===== src/hw/rtl/vtc_pkg.sv =====
// View transform composer package: opcodes, transform codes and the
// command/status structs that pass between the controller and the datapath.
// No dependencies.
`default_nettype none

package vtc_pkg;

    localparam int MATRIX_DIM = 4;
    localparam int MSIZE      = MATRIX_DIM * MATRIX_DIM;

    // Q30 trig constants, rounded to the working fraction in the datapath
    localparam longint COS10_Q30 = 1057429273;
    localparam longint SIN10_Q30 = 186453311;
    localparam longint COS45_Q30 = 759250125;

    // Reset values of the screen size registers
    localparam logic [13:0] WIDTH_RESET  = 14'd640;
    localparam logic [13:0] HEIGHT_RESET = 14'd480;

    // Register indexes on the configuration port
    localparam logic REG_WIDTH  = 1'b0;
    localparam logic REG_HEIGHT = 1'b1;

    // Request opcodes
    localparam logic [3:0] OP_MAP_FWD    = 4'd0;
    localparam logic [3:0] OP_MAP_INV    = 4'd1;
    localparam logic [3:0] OP_UP         = 4'd2;
    localparam logic [3:0] OP_RIGHT      = 4'd3;
    localparam logic [3:0] OP_DOWN       = 4'd4;
    localparam logic [3:0] OP_LEFT       = 4'd5;
    localparam logic [3:0] OP_OUT        = 4'd6;
    localparam logic [3:0] OP_IN         = 4'd7;
    localparam logic [3:0] OP_SCALE_UP   = 4'd8;
    localparam logic [3:0] OP_SCALE_DN   = 4'd9;
    localparam logic [3:0] OP_RX_NEG     = 4'd10;
    localparam logic [3:0] OP_RX_POS     = 4'd11;
    localparam logic [3:0] OP_RY_NEG     = 4'd12;
    localparam logic [3:0] OP_RY_POS     = 4'd13;
    localparam logic [3:0] OP_RESET_VIEW = 4'd14;
    localparam logic [3:0] OP_NOP        = 4'd15;

    // Fixed transforms that the datapath generates element by element
    typedef enum logic [4:0] {
        TC_TX_POS, TC_TX_NEG, TC_TY_POS, TC_TY_NEG, TC_TZ_POS, TC_TZ_NEG,
        TC_ORIGIN, TC_CENTRE, TC_SCALE_UP, TC_SCALE_DN,
        TC_RX_NEG, TC_RX_POS, TC_RY_NEG, TC_RY_POS,
        TC_RX90_POS, TC_RX90_NEG, TC_RY45_NEG, TC_RY45_POS
    } tcode_t;

    // Product kind: T*F, I*Ti, or matrix times point
    typedef enum logic [1:0] {PT_FWD, PT_INV, PT_MAP} ptype_t;

    typedef struct packed {
        logic        issue;
        ptype_t      ptype;
        tcode_t      tcode;
        logic        msel;       // map: 0 forward, 1 inverse
        logic [1:0]  ri;
        logic [1:0]  rj;
        logic [1:0]  rk;
        logic        copy;
        logic        copy_inv;
        logic [3:0]  copy_idx;
        logic        load_init;
        logic        load_point;
        logic        publish;
    } vtc_cmd_t;

    typedef struct packed {
        logic busy;
        logic out_free;
    } vtc_stat_t;

endpackage

`default_nettype wire


===== src/hw/rtl/vtc_ctrl.sv =====
// View transform composer controller: sequences map, matrix product and
// copy passes for each request. Depends on vtc_pkg.
`default_nettype none

module vtc_ctrl
    import vtc_pkg::*;
(
    input  wire logic      clk,
    input  wire logic      rst_n,
    input  wire logic      in_valid,
    output logic           in_ready,
    input  wire logic [3:0] in_opcode,
    input  wire vtc_stat_t stat,
    output vtc_cmd_t       cmd
);

    typedef enum logic [2:0] {S_IDLE, S_LOAD, S_ISSUE, S_WAIT, S_COPY, S_PUB} state_t;

    state_t      state_reg, state_next;
    logic [3:0]  op_reg, op_next;
    logic [2:0]  phase_reg, phase_next;
    logic        side_reg, side_next;
    logic [5:0]  cnt_reg, cnt_next;

    logic        is_map;
    logic        issue_end;
    logic [2:0]  last_phase;
    logic [1:0]  sub;
    tcode_t      fcode, icode, mid_f, mid_i;

    assign is_map   = (op_reg == OP_MAP_FWD) || (op_reg == OP_MAP_INV);
    assign in_ready = (state_reg == S_IDLE);
    assign issue_end = is_map ? (cnt_reg[3:0] == 4'd15) : (cnt_reg == 6'd63);

    // Index of the last transform phase for the request
    always_comb
    begin
        if (op_reg == OP_RESET_VIEW)
            last_phase = 3'd5;
        else if (op_reg >= OP_SCALE_UP)
            last_phase = 3'd2;
        else
            last_phase = 3'd0;
    end

    // Transform pair for the current phase
    always_comb
    begin
        mid_f = TC_TX_POS;
        mid_i = TC_TX_NEG;
        sub   = (phase_reg >= 3'd3) ? 2'(phase_reg - 3'd3) : phase_reg[1:0];
        unique case (op_reg)
            OP_UP:       begin mid_f = TC_TY_NEG;   mid_i = TC_TY_POS;   end
            OP_RIGHT:    begin mid_f = TC_TX_POS;   mid_i = TC_TX_NEG;   end
            OP_DOWN:     begin mid_f = TC_TY_POS;   mid_i = TC_TY_NEG;   end
            OP_LEFT:     begin mid_f = TC_TX_NEG;   mid_i = TC_TX_POS;   end
            OP_OUT:      begin mid_f = TC_TZ_NEG;   mid_i = TC_TZ_POS;   end
            OP_IN:       begin mid_f = TC_TZ_POS;   mid_i = TC_TZ_NEG;   end
            OP_SCALE_UP: begin mid_f = TC_SCALE_UP; mid_i = TC_SCALE_DN; end
            OP_SCALE_DN: begin mid_f = TC_SCALE_DN; mid_i = TC_SCALE_UP; end
            OP_RX_NEG:   begin mid_f = TC_RX_NEG;   mid_i = TC_RX_POS;   end
            OP_RX_POS:   begin mid_f = TC_RX_POS;   mid_i = TC_RX_NEG;   end
            OP_RY_NEG:   begin mid_f = TC_RY_NEG;   mid_i = TC_RY_POS;   end
            OP_RY_POS:   begin mid_f = TC_RY_POS;   mid_i = TC_RY_NEG;   end
            OP_RESET_VIEW:
            begin
                if (phase_reg >= 3'd3)
                begin
                    mid_f = TC_RY45_NEG;
                    mid_i = TC_RY45_POS;
                end
                else
                begin
                    mid_f = TC_RX90_POS;
                    mid_i = TC_RX90_NEG;
                end
            end
            default:     begin mid_f = TC_TX_POS;   mid_i = TC_TX_NEG;   end
        endcase
        // centred: move to origin, transform, move back
        if (last_phase != 3'd0 && sub == 2'd0)
        begin
            fcode = TC_ORIGIN;
            icode = TC_CENTRE;
        end
        else if (last_phase != 3'd0 && sub == 2'd2)
        begin
            fcode = TC_CENTRE;
            icode = TC_ORIGIN;
        end
        else
        begin
            fcode = mid_f;
            icode = mid_i;
        end
    end

    // Command decode
    always_comb
    begin
        cmd            = '0;
        cmd.ptype      = is_map ? PT_MAP : (side_reg ? PT_INV : PT_FWD);
        cmd.tcode      = side_reg ? icode : fcode;
        cmd.msel       = op_reg[0];
        cmd.rk         = cnt_reg[1:0];
        cmd.rj         = is_map ? 2'd0 : cnt_reg[3:2];
        cmd.ri         = is_map ? cnt_reg[3:2] : cnt_reg[5:4];
        cmd.issue      = (state_reg == S_ISSUE);
        cmd.copy       = (state_reg == S_COPY);
        cmd.copy_inv   = side_reg;
        cmd.copy_idx   = cnt_reg[3:0];
        cmd.load_init  = (state_reg == S_LOAD);
        cmd.load_point = in_valid && in_ready;
        cmd.publish    = (state_reg == S_PUB) && stat.out_free;
    end

    // Next state
    always_comb
    begin
        state_next = state_reg;
        op_next    = op_reg;
        phase_next = phase_reg;
        side_next  = side_reg;
        cnt_next   = cnt_reg;
        unique case (state_reg)
            S_IDLE:
            begin
                if (in_valid && in_opcode != OP_NOP)
                begin
                    op_next    = in_opcode;
                    phase_next = 3'd0;
                    side_next  = 1'b0;
                    cnt_next   = 6'd0;
                    state_next = (in_opcode == OP_RESET_VIEW) ? S_LOAD : S_ISSUE;
                end
            end
            S_LOAD:
                state_next = S_ISSUE;
            S_ISSUE:
            begin
                cnt_next = cnt_reg + 6'd1;
                if (issue_end)
                    state_next = S_WAIT;
            end
            S_WAIT:
            begin
                if (!stat.busy)
                begin
                    cnt_next   = 6'd0;
                    state_next = is_map ? S_PUB : S_COPY;
                end
            end
            S_COPY:
            begin
                cnt_next = cnt_reg + 6'd1;
                if (cnt_reg[3:0] == 4'd15)
                begin
                    cnt_next = 6'd0;
                    if (!side_reg)
                    begin
                        side_next  = 1'b1;
                        state_next = S_ISSUE;
                    end
                    else if (phase_reg == last_phase)
                        state_next = S_IDLE;
                    else
                    begin
                        side_next  = 1'b0;
                        phase_next = phase_reg + 3'd1;
                        state_next = S_ISSUE;
                    end
                end
            end
            S_PUB:
            begin
                if (stat.out_free)
                    state_next = S_IDLE;
            end
            default:
                state_next = S_IDLE;
        endcase
    end

    // State; reset rebuilds the initial view
    always_ff @(posedge clk or negedge rst_n)
    begin
        if (!rst_n)
        begin
            state_reg <= S_LOAD;
            op_reg    <= OP_RESET_VIEW;
            phase_reg <= 3'd0;
            side_reg  <= 1'b0;
            cnt_reg   <= 6'd0;
        end
        else
        begin
            state_reg <= state_next;
            op_reg    <= op_next;
            phase_reg <= phase_next;
            side_reg  <= side_next;
            cnt_reg   <= cnt_next;
        end
    end

endmodule

`default_nettype wire


===== config.mk =====
export PLATFORM = sky130hd
export DESIGN_NAME = vtc_ctrl
export DESIGN_NICKNAME = d
export VERILOG_FILES = /design/src/hw/rtl/vtc_pkg.sv /design/src/hw/rtl/vtc_ctrl.sv
export SDC_FILE = /design/constraint.sdc
export NUM_CORES = 1
export LEC_CHECK = 0
export BUFFER_PORTS_ARGS = -buffer_cell sky130_fd_sc_hd__buf_2
export CELL_PAD_IN_SITES_DETAIL_PLACEMENT = 2
export CELL_PAD_IN_SITES_GLOBAL_PLACEMENT = 2
export CORE_ASPECT_RATIO = 0.75
export CORE_UTILIZATION = 31
export DETAILED_ROUTE_END_ITERATION = 6
export HOLD_SLACK_MARGIN = 0.03
export PLACE_DENSITY = 0.91
export SYNTH_ARGS = -nofsm -noshare
export SYNTH_HDL_FRONTEND = slang
export SYNTH_SLANG_ARGS = --single-unit

===== constraint.sdc =====
create_clock -name clk -period 2.2 [get_ports clk]
set_input_delay 0.11 -clock clk [delete_from_list [all_inputs] [get_ports clk]]
set_output_delay 0.11 -clock clk [all_outputs]
set_load 0.05 [all_outputs]

==> flow_summary.yaml, run 1 <==
synthesis:
  ys_top_cells_by_area: "sky130_fd_sc_hd__dfrtp_1, sky130_fd_sc_hd__dfstp_2, sky130_fd_sc_hd__nand3_1"
  synth_fa_ha_area_share_pct: 3.65
  syn-mean-instance-area_um2: 8.47
  synth_top_area_cell: "sky130_fd_sc_hd__dfrtp_1"
  synth-main-ff-cell: "sky130_fd_sc_hd__dfrtp_1"
  post_synth_net_total: 175
  synthesis_stage_register_bit_count: 17
  synth-seq-area-share_pct: 31.4
  yosysWarnings: 0
  synth-compound-area-share_pct: 17.1
  xor_and_xnor_fraction_of_the_mapped_netlist_area_pct: 2.55
  synth_mux_area_share_pct: 5.74
  post_synth_inst_count: 162
  synth_top_family_by_area: "simple AND/OR/NAND/NOR gates"
  post_synth_and_or_nand_nor_area_fraction_pct: 28.4
  synth_top_area_share_pct: 23.7
  post_synth_num_cell_types: 42
  mappedNetlistArea_um2: 1370
  synth_edf_count: 0
  async_flop_share_pct: 100
critical_path:
  worst_setup_path_end_kind: "output port"
  crit_family: "simple AND/OR/NAND/NOR gates"
  crit_path_start_kind: "flip-flop"
  crit_path_most_repeated_cell: "sky130_fd_sc_hd__ha_4"
  crit_arrival_ns: 2.31
  max_stage_delay_ns: 0.49
  timing_worst_setup_path_type: "reg2out"
  worstPathMaxFanout: 3
  crit_path_cell_trace: "ha_4, ha_4, or4b_4, nand3_4, a211oi_2, a31oi_2, xor2_2, buf_6"
  critPathBufInv: 1
  timing.critical_path.slowest_stage_cell: "sky130_fd_sc_hd__or4b_4"
  worstPathRequired_ns: 2.09
cells_and_area:
  utilization_pct: 43.9
  post_route_standard_cell_area_excluding_fillers_um2: 1830
  insertedDiodeCount: 0
  layout-drive-gt1-share_pct: 44.1
  largest_reg_flops: 6
  flow.area_growth_from_synthesis_pct: 33.0
  nNetsFinal: 216
drt:
  iteration_0_drc_count_of_the_detailed_router: 84
  num_vias: 1416
  drt_first_pass_iters: 4
  drc_errors: 0
  detail_route_antenna_nets: 0
  drt-total-wl_mm: 5.71
  route.detailed.vias_per_inst: 5.51
  post_drt_wl_per_cell_um: 22.2
clock_tree:
  clock-root-buffer: "sky130_fd_sc_hd__clkbuf_8"
  cts_tree: "built"
  clock_tree.buffer_depth: 2
  clock_pin_slew_on_the_worst_setup_and_hold_paths_ns: 0.07
  clock_insertion_delay_worst_skew_ns: 0.26
  ctsHtreeMaxLevel: 1
  cts-buffers-inserted: 3
  clock_sinks: 17
timing:
  max_slew.worst_pin.slew_ns: 0.426
  fin_crit_ns: 2.42
  clock.fmax_mhz: 413
  setup_slack_ns: -0.221
  setup_violations: 3
  final_min_period_over_clock_period_pct: 110
  rsz0062_at_grt: "true"
  finalMaxSlewViolations: 0
  worst_clock_skew_ns: 0.00541
  max_transition_margin_pct: 71.6
  timing.final.hold_violations: 0
  finalSetupTns_ns: -0.334
floorplanning:
  initial_core_util_pct: 33.0
  io_pins: 34
  cell_rows: 20
  die_outline_width_um: 78.8
  dieArea_um2: 4700
  die-height_um: 59.6
  coreArea_um2: 4150
run_status:
  run_status: "finished, violations left"
  failed_checks: "setup timing"
power_and_ir_drop:
  power_density_nw_per_um2: 1490
  power_mw: 2.72
  ir_drop_mv: 0.690
  leak_pwr_nw: 0.858
global_routing:
  grt_max_degree: 18
  global_route.peak_usage_layer: "met2"
  met2_track_utilization_from_global_routing_pct: 38.6
  grt_antenna_before_repair: 0
  track_usage_pct: 23.3
  grt_pass1_wl_mm: 8.11
  grt.met1_usage_pct: 31.4
  overflow: 0
  first_global_vias: 1449
  grt_met3_use_pct: 5.08
run:
  drv_cap: 0
place:
  detailedPlace.worstSlack_ns: -0.0445
  dpl_cell_area_um2: 1620
  place.detailed.hpwl_mm: 3.60
  gp_congestion: 0.811
  numPortBuffers: 33
worst_hold_path:
  worst_hold_path_type: "in2reg"
Yosys cell counts, drive strengths merged (2+ instances only):
cell type / instances
dfrtp: 13
xor2: 4
a22oi: 2
buf: 15
o21ai: 13
nand2b: 4
inv: 9
nor2: 10
a211oi: 2
nor3b: 2
and3: 5
dfstp: 4
or3: 2
nor3: 2
clkbuf: 2
nand2: 12
a21oi: 8
nand3: 18
ha: 4
o211ai: 2
nor2b: 7
mux2: 7
area by class of cell:
class / count / area [µm²]
sequential: 17 / 430
fill: 485 / 2330
inverter: 9 / 33.8
timing repair buffer: 53 / 350
clock inverter: 1 / 5.00
tap: 55 / 68.8
multi-input combinational: 119 / 896
clock buffer: 3 / 41.3
worst register-to-register path, delay by kind of cell (launching register included):
kind            cells  cell delay (ns)
buf+inv             1             0.09
fa+ha+maj           1             0.25
compound gates      3             0.63
flops               1             0.44
simple gates        1             0.21
mux                 1             0.36
timing repair:
| item | in CTS | in global routing |
|---|---|---|
| setup endpoints to repair | 4 | 4 |
| hold buffers | 1 | 0 |
| pin swaps | 4 | 6 |
| resized for setup | 13 | 14 |
| setup buffers | 1 | 4 |
| hold endpoints to repair | 13 | 0 |
layout by cell type, fill, tap and decap left out, types with 6 or more instances in the layout:
| cell | count |
|---|---|
| sky130_fd_sc_hd__dfrtp_1 | 13 |
| sky130_fd_sc_hd__o21ai_0 | 12 |
| sky130_fd_sc_hd__nor2b_1 | 7 |
| sky130_fd_sc_hd__nand2_1 | 10 |
| sky130_fd_sc_hd__a21oi_1 | 6 |
| sky130_fd_sc_hd__nor2_1 | 10 |
| sky130_fd_sc_hd__mux2_2 | 7 |
| sky130_fd_sc_hd__buf_6 | 6 |
| sky130_fd_sc_hd__buf_2 | 29 |
| sky130_fd_sc_hd__nand3_1 | 15 |
| sky130_fd_sc_hd__buf_4 | 17 |
| sky130_fd_sc_hd__inv_1 | 9 |
power by group:
| group | leakage (nW) | internal (mW) | switching [mW] |
|---|---|---|---|
| sequential | 0.210 | 0.428 | 0.188 |
| clock | 0.0255 | 0.126 | 0.117 |
| combinational | 0.623 | 0.611 | 1.25 |
| total | 0.858 | 1.17 | 1.56 |
path summary, 6_finish.rpt:
| path | startpoint | end | slack (ns) | depth (start not counted) |
|---|---|---|---|---|
| max | phase_reg[1] | cmd[16] | -0.22 | 8 |
| min | in_opcode[1] | op_reg[1] | 0.1 | 2 |
| max reg2reg | cnt_reg[0] | state_reg[1] | 0.11 | 7 |
| min reg2reg | cnt_reg[3] | cnt_reg[3] | 0.61 | 1 |
| max in group asynchronous | rst_n | op_reg[2] | 1.55 | 2 |
| min in group asynchronous | rst_n | cnt_reg[1] | 0.32 | 2 |
metrics by stage:
| stage | hold slack [ns] | std cells |
|---|---|---|
| 2_1_floorplan | -0.186 | 162 |
| 3_3_place_gp | 0.0584 | 247 |
| 3_5_place_dp | 0.0679 | 247 |
| 4_1_cts | 0.0925 | 253 |
| 5_1_grt | 0.103 | 257 |
| 6_report | 0.0965 | 257 |
per-layer routing:
layer | vias to the layer above | part of all wire [%]
met1 | 719 | 47
met4 | 0 | 2.6
met3 | 12 | 3.4
met5 | - | 0
li1 | 650 | -
met2 | 35 | 47
logic make-up after synthesis:
logic type      count (synthesis)
fa+ha+maj                       4
buf+inv                        26
compound gates                 36
mux                             7
flops                          17
simple gates                   68
xor+xnor                        4
(Power assumes the default switching activity.)
==> run 2, diff against run 1 <==
--- a/config.mk
+++ b/config.mk
@@ -9,10 +9,11 @@
 export CELL_PAD_IN_SITES_DETAIL_PLACEMENT = 2
 export CELL_PAD_IN_SITES_GLOBAL_PLACEMENT = 2
 export CORE_ASPECT_RATIO = 0.75
-export CORE_UTILIZATION = 31
+export CORE_UTILIZATION = 32
+export CTS_BUF_LIST = sky130_fd_sc_hd__clkbuf_2
 export DETAILED_ROUTE_END_ITERATION = 6
 export HOLD_SLACK_MARGIN = 0.03
-export PLACE_DENSITY = 0.91
+export PLACE_DENSITY = 0.82
 export SYNTH_ARGS = -nofsm -noshare
 export SYNTH_HDL_FRONTEND = slang
 export SYNTH_SLANG_ARGS = --single-unit
==> run 2 against run 1 <==
The run still ends with setup timing left. Cell area down 2.9%. Sequential power down 2%. Worst hold slack worse by 0.0039 ns. Non-clock buffer count up 2. Sequential share of layout area up 0.70 points. Via count down 3.0%. Global-route usage down 1.6 points. Utilization down 0.48 points. Count of clock-buffer cells in the layout up 1. Clock power down 35%. Setup slack worse by 0.043 ns.
==> flow_summary.yaml, run 2 (synthesized netlist as in run 1, its figures left out) <==
timing:
  setup_violations: 4
  setup_slack_ns: -0.264
  fin_crit_ns: 2.46
  rsz0062_at_grt: "true"
  max_transition_margin_pct: 72.0
  max_slew.worst_pin.slew_ns: 0.414
  clock.fmax_mhz: 406
  finalMaxSlewViolations: 0
  worst_clock_skew_ns: 0.00121
  timing.final.hold_violations: 0
  worst_hold_slack_across_all_endpoints_ns: 0.0927
  final_min_period_over_clock_period_pct: 112
drt:
  iteration_0_drc_count_of_the_detailed_router: 36
  post_drt_wl_per_cell_um: 18.0
  detail_route_antenna_nets: 0
  drt-total-wl_mm: 4.67
  drt_first_pass_iters: 4
  drc_errors: 0
  num_vias: 1374
  route.detailed.vias_per_inst: 5.31
global_routing:
  grt_pass1_wl_mm: 7.50
  track_usage_pct: 21.7
  overflow: 0
  grt_max_degree: 18
  first_global_vias: 1467
  grt_antenna_before_repair: 0
cells_and_area:
  fin_cells: 259
  largest_reg_flops: 6
  commonest_cells_after_routing_fill_and_taps_aside: "sky130_fd_sc_hd__buf_2, sky130_fd_sc_hd__buf_4, sky130_fd_sc_hd__nand3_1, sky130_fd_sc_hd__dfrtp_1"
  layout-drive-gt1-share_pct: 40.7
  filler_cell_count: 460
  nNetsFinal: 218
  insertedDiodeCount: 0
  layout_commonest_cell: "sky130_fd_sc_hd__buf_2"
  flow.area_growth_from_synthesis_pct: 29.2
critical_path:
  worstReg2RegEnd: "phase_reg[1]"
  worstPathRequired_ns: 2.09
  worst_setup_path_end_kind: "output port"
  worst_r2r_startpoint: "phase_reg[1]"
  reg2reg_slack_ns: 0.29
  crit_arrival_ns: 2.35
  worst-r2r-cell-count: 7
  timing_worst_setup_path_type: "reg2out"
  worstPathMaxFanout: 4
  crit_path_start_kind: "flip-flop"
run_status:
  run_status: "finished, violations left"
  failed_checks: "setup timing"
power_and_ir_drop:
  leak_pwr_nw: 0.843
  ir_drop_mv: 0.600
  power_mw: 2.45
  power_density_nw_per_um2: 1380
clock_tree:
  ctsHtreeMaxLevel: 1
  cts-buffers-inserted: 3
  clock-root-buffer: "sky130_fd_sc_hd__clkbuf_2"
  clock_sinks: 17
  clock_insertion_delay_worst_skew_ns: 0.32
  cts_tree: "built"
  clock_pin_slew_on_the_worst_setup_and_hold_paths_ns: 0.17
  clock_tree.buffer_depth: 2
worst_hold_path:
  hold_path_depth: 3
  hold_path.startpoint: "in_opcode[0]"
  worst_hold_path_type: "in2reg"
  hold_path_end: "op_reg[0]"
place:
  gp_congestion: 0.804
  dp.cells: 247
  place.detailed.hpwl_mm: 3.44
  numPortBuffers: 33
floorplanning:
  io_pins: 34
  initial_core_util_pct: 33.7
  cell_rows: 20
  die-height_um: 58.7
  coreArea_um2: 4080
  die_outline_width_um: 77.6
  dieArea_um2: 4560
run:
  drv_cap: 0
==> run 2: cell count changes in the layout (fill, tap and decap cells not counted), moves of 2 or more <==
cell	before	now
sky130_fd_sc_hd__clkbuf_2	0	4
sky130_fd_sc_hd__dlygate4sd3_1	1	4
sky130_fd_sc_hd__nand2_2	2	0
sky130_fd_sc_hd__buf_6	6	4
sky130_fd_sc_hd__clkbuf_8	3	0
sky130_fd_sc_hd__nand2_1	10	12
==> run 2: how the worst max path moves through the flow <==
stage | from | end | slack, ns | depth (start not counted)
finish | phase_reg[0] | cmd[16] | -0.26 | 8
global route | phase_reg[0] | cmd[16] | -0.39 | 8
CTS | phase_reg[1] | cmd[16] | -0.24 | 8
detailed placement | phase_reg[1] | cmd[16] | -0.007 | 8
global placement | phase_reg[1] | cmd[16] | 0.1 | 8
floorplan | phase_reg[1] | cmd[16] | -0.11 | 7
==> run 2: power breakdown <==
part           internal (mW)  leakage, nW  switching (mW)  total (mW)
sequential             0.427        0.210           0.175       0.602
clock                 0.0481       0.0166           0.110       0.158
combinational          0.552        0.617            1.14        1.69
==> run 2: worst max-delay path, cell delays in order (launching register included) <==
cell and delay, ns:
sky130_fd_sc_hd__dfrtp_1 0.43, sky130_fd_sc_hd__ha_2 0.21, sky130_fd_sc_hd__ha_4 0.17, sky130_fd_sc_hd__or4b_1 0.51
sky130_fd_sc_hd__nand3_2 0.10, sky130_fd_sc_hd__buf_4 0.14, sky130_fd_sc_hd__a31oi_2 0.10, sky130_fd_sc_hd__xor2_2 0.20
sky130_fd_sc_hd__buf_6 0.16
==> run 2: stage by stage <==
step | area, µm² | utilization [%] | setup WS, ns | setup TNS [ns]
after floorplan | 1400 | - | -0.105 | -0.105
after global placement | 1620 | 39.7 | 0.0977 | 0
after detailed placement | 1620 | 39.7 | -0.00731 | -0.00731
after CTS | 1730 | 42.3 | -0.243 | -0.479
after global routing | 1770 | 43.5 | -0.392 | -0.993
final | 1770 | 43.5 | -0.264 | -0.538
==> run 2: final cells by class <==
cell class              count  area, µm²  area share (%)
repair buffers             55        365            20.6
multi-input cells         119        855            48.2
flip-flops and latches     17        430            24.3
clock buffers               4       20.0            1.13
well taps                  55       68.8            3.88
inverters                   9       33.8            1.91
==> run 2: per-layer routing <==
| layer | GRT usage [%] | up-vias | wire, µm | share of wire [%] |
|---|---|---|---|---|
| met1 | 27.5 | 686 | 2110 | 45 |
| met5 | 0 | - | 0 | 0 |
| met2 | 37.4 | 29 | 2320 | 50 |
| met3 | 4.96 | 8 | 178 | 3.8 |
| met4 | 6.20 | 0 | 57 | 1.2 |
| li1 | - | 651 | - | - |
==> run 2: what timing repair did <==
item / 4_1_cts / 5_1_grt
gates resized for setup: 8 / 9
pin swaps: 1 / 6
hold buffers: 4 / 0
endpoints found under the hold margin: 20 / 0
endpoints found under the setup margin: 4 / 4
buffers inserted: 2 / 3
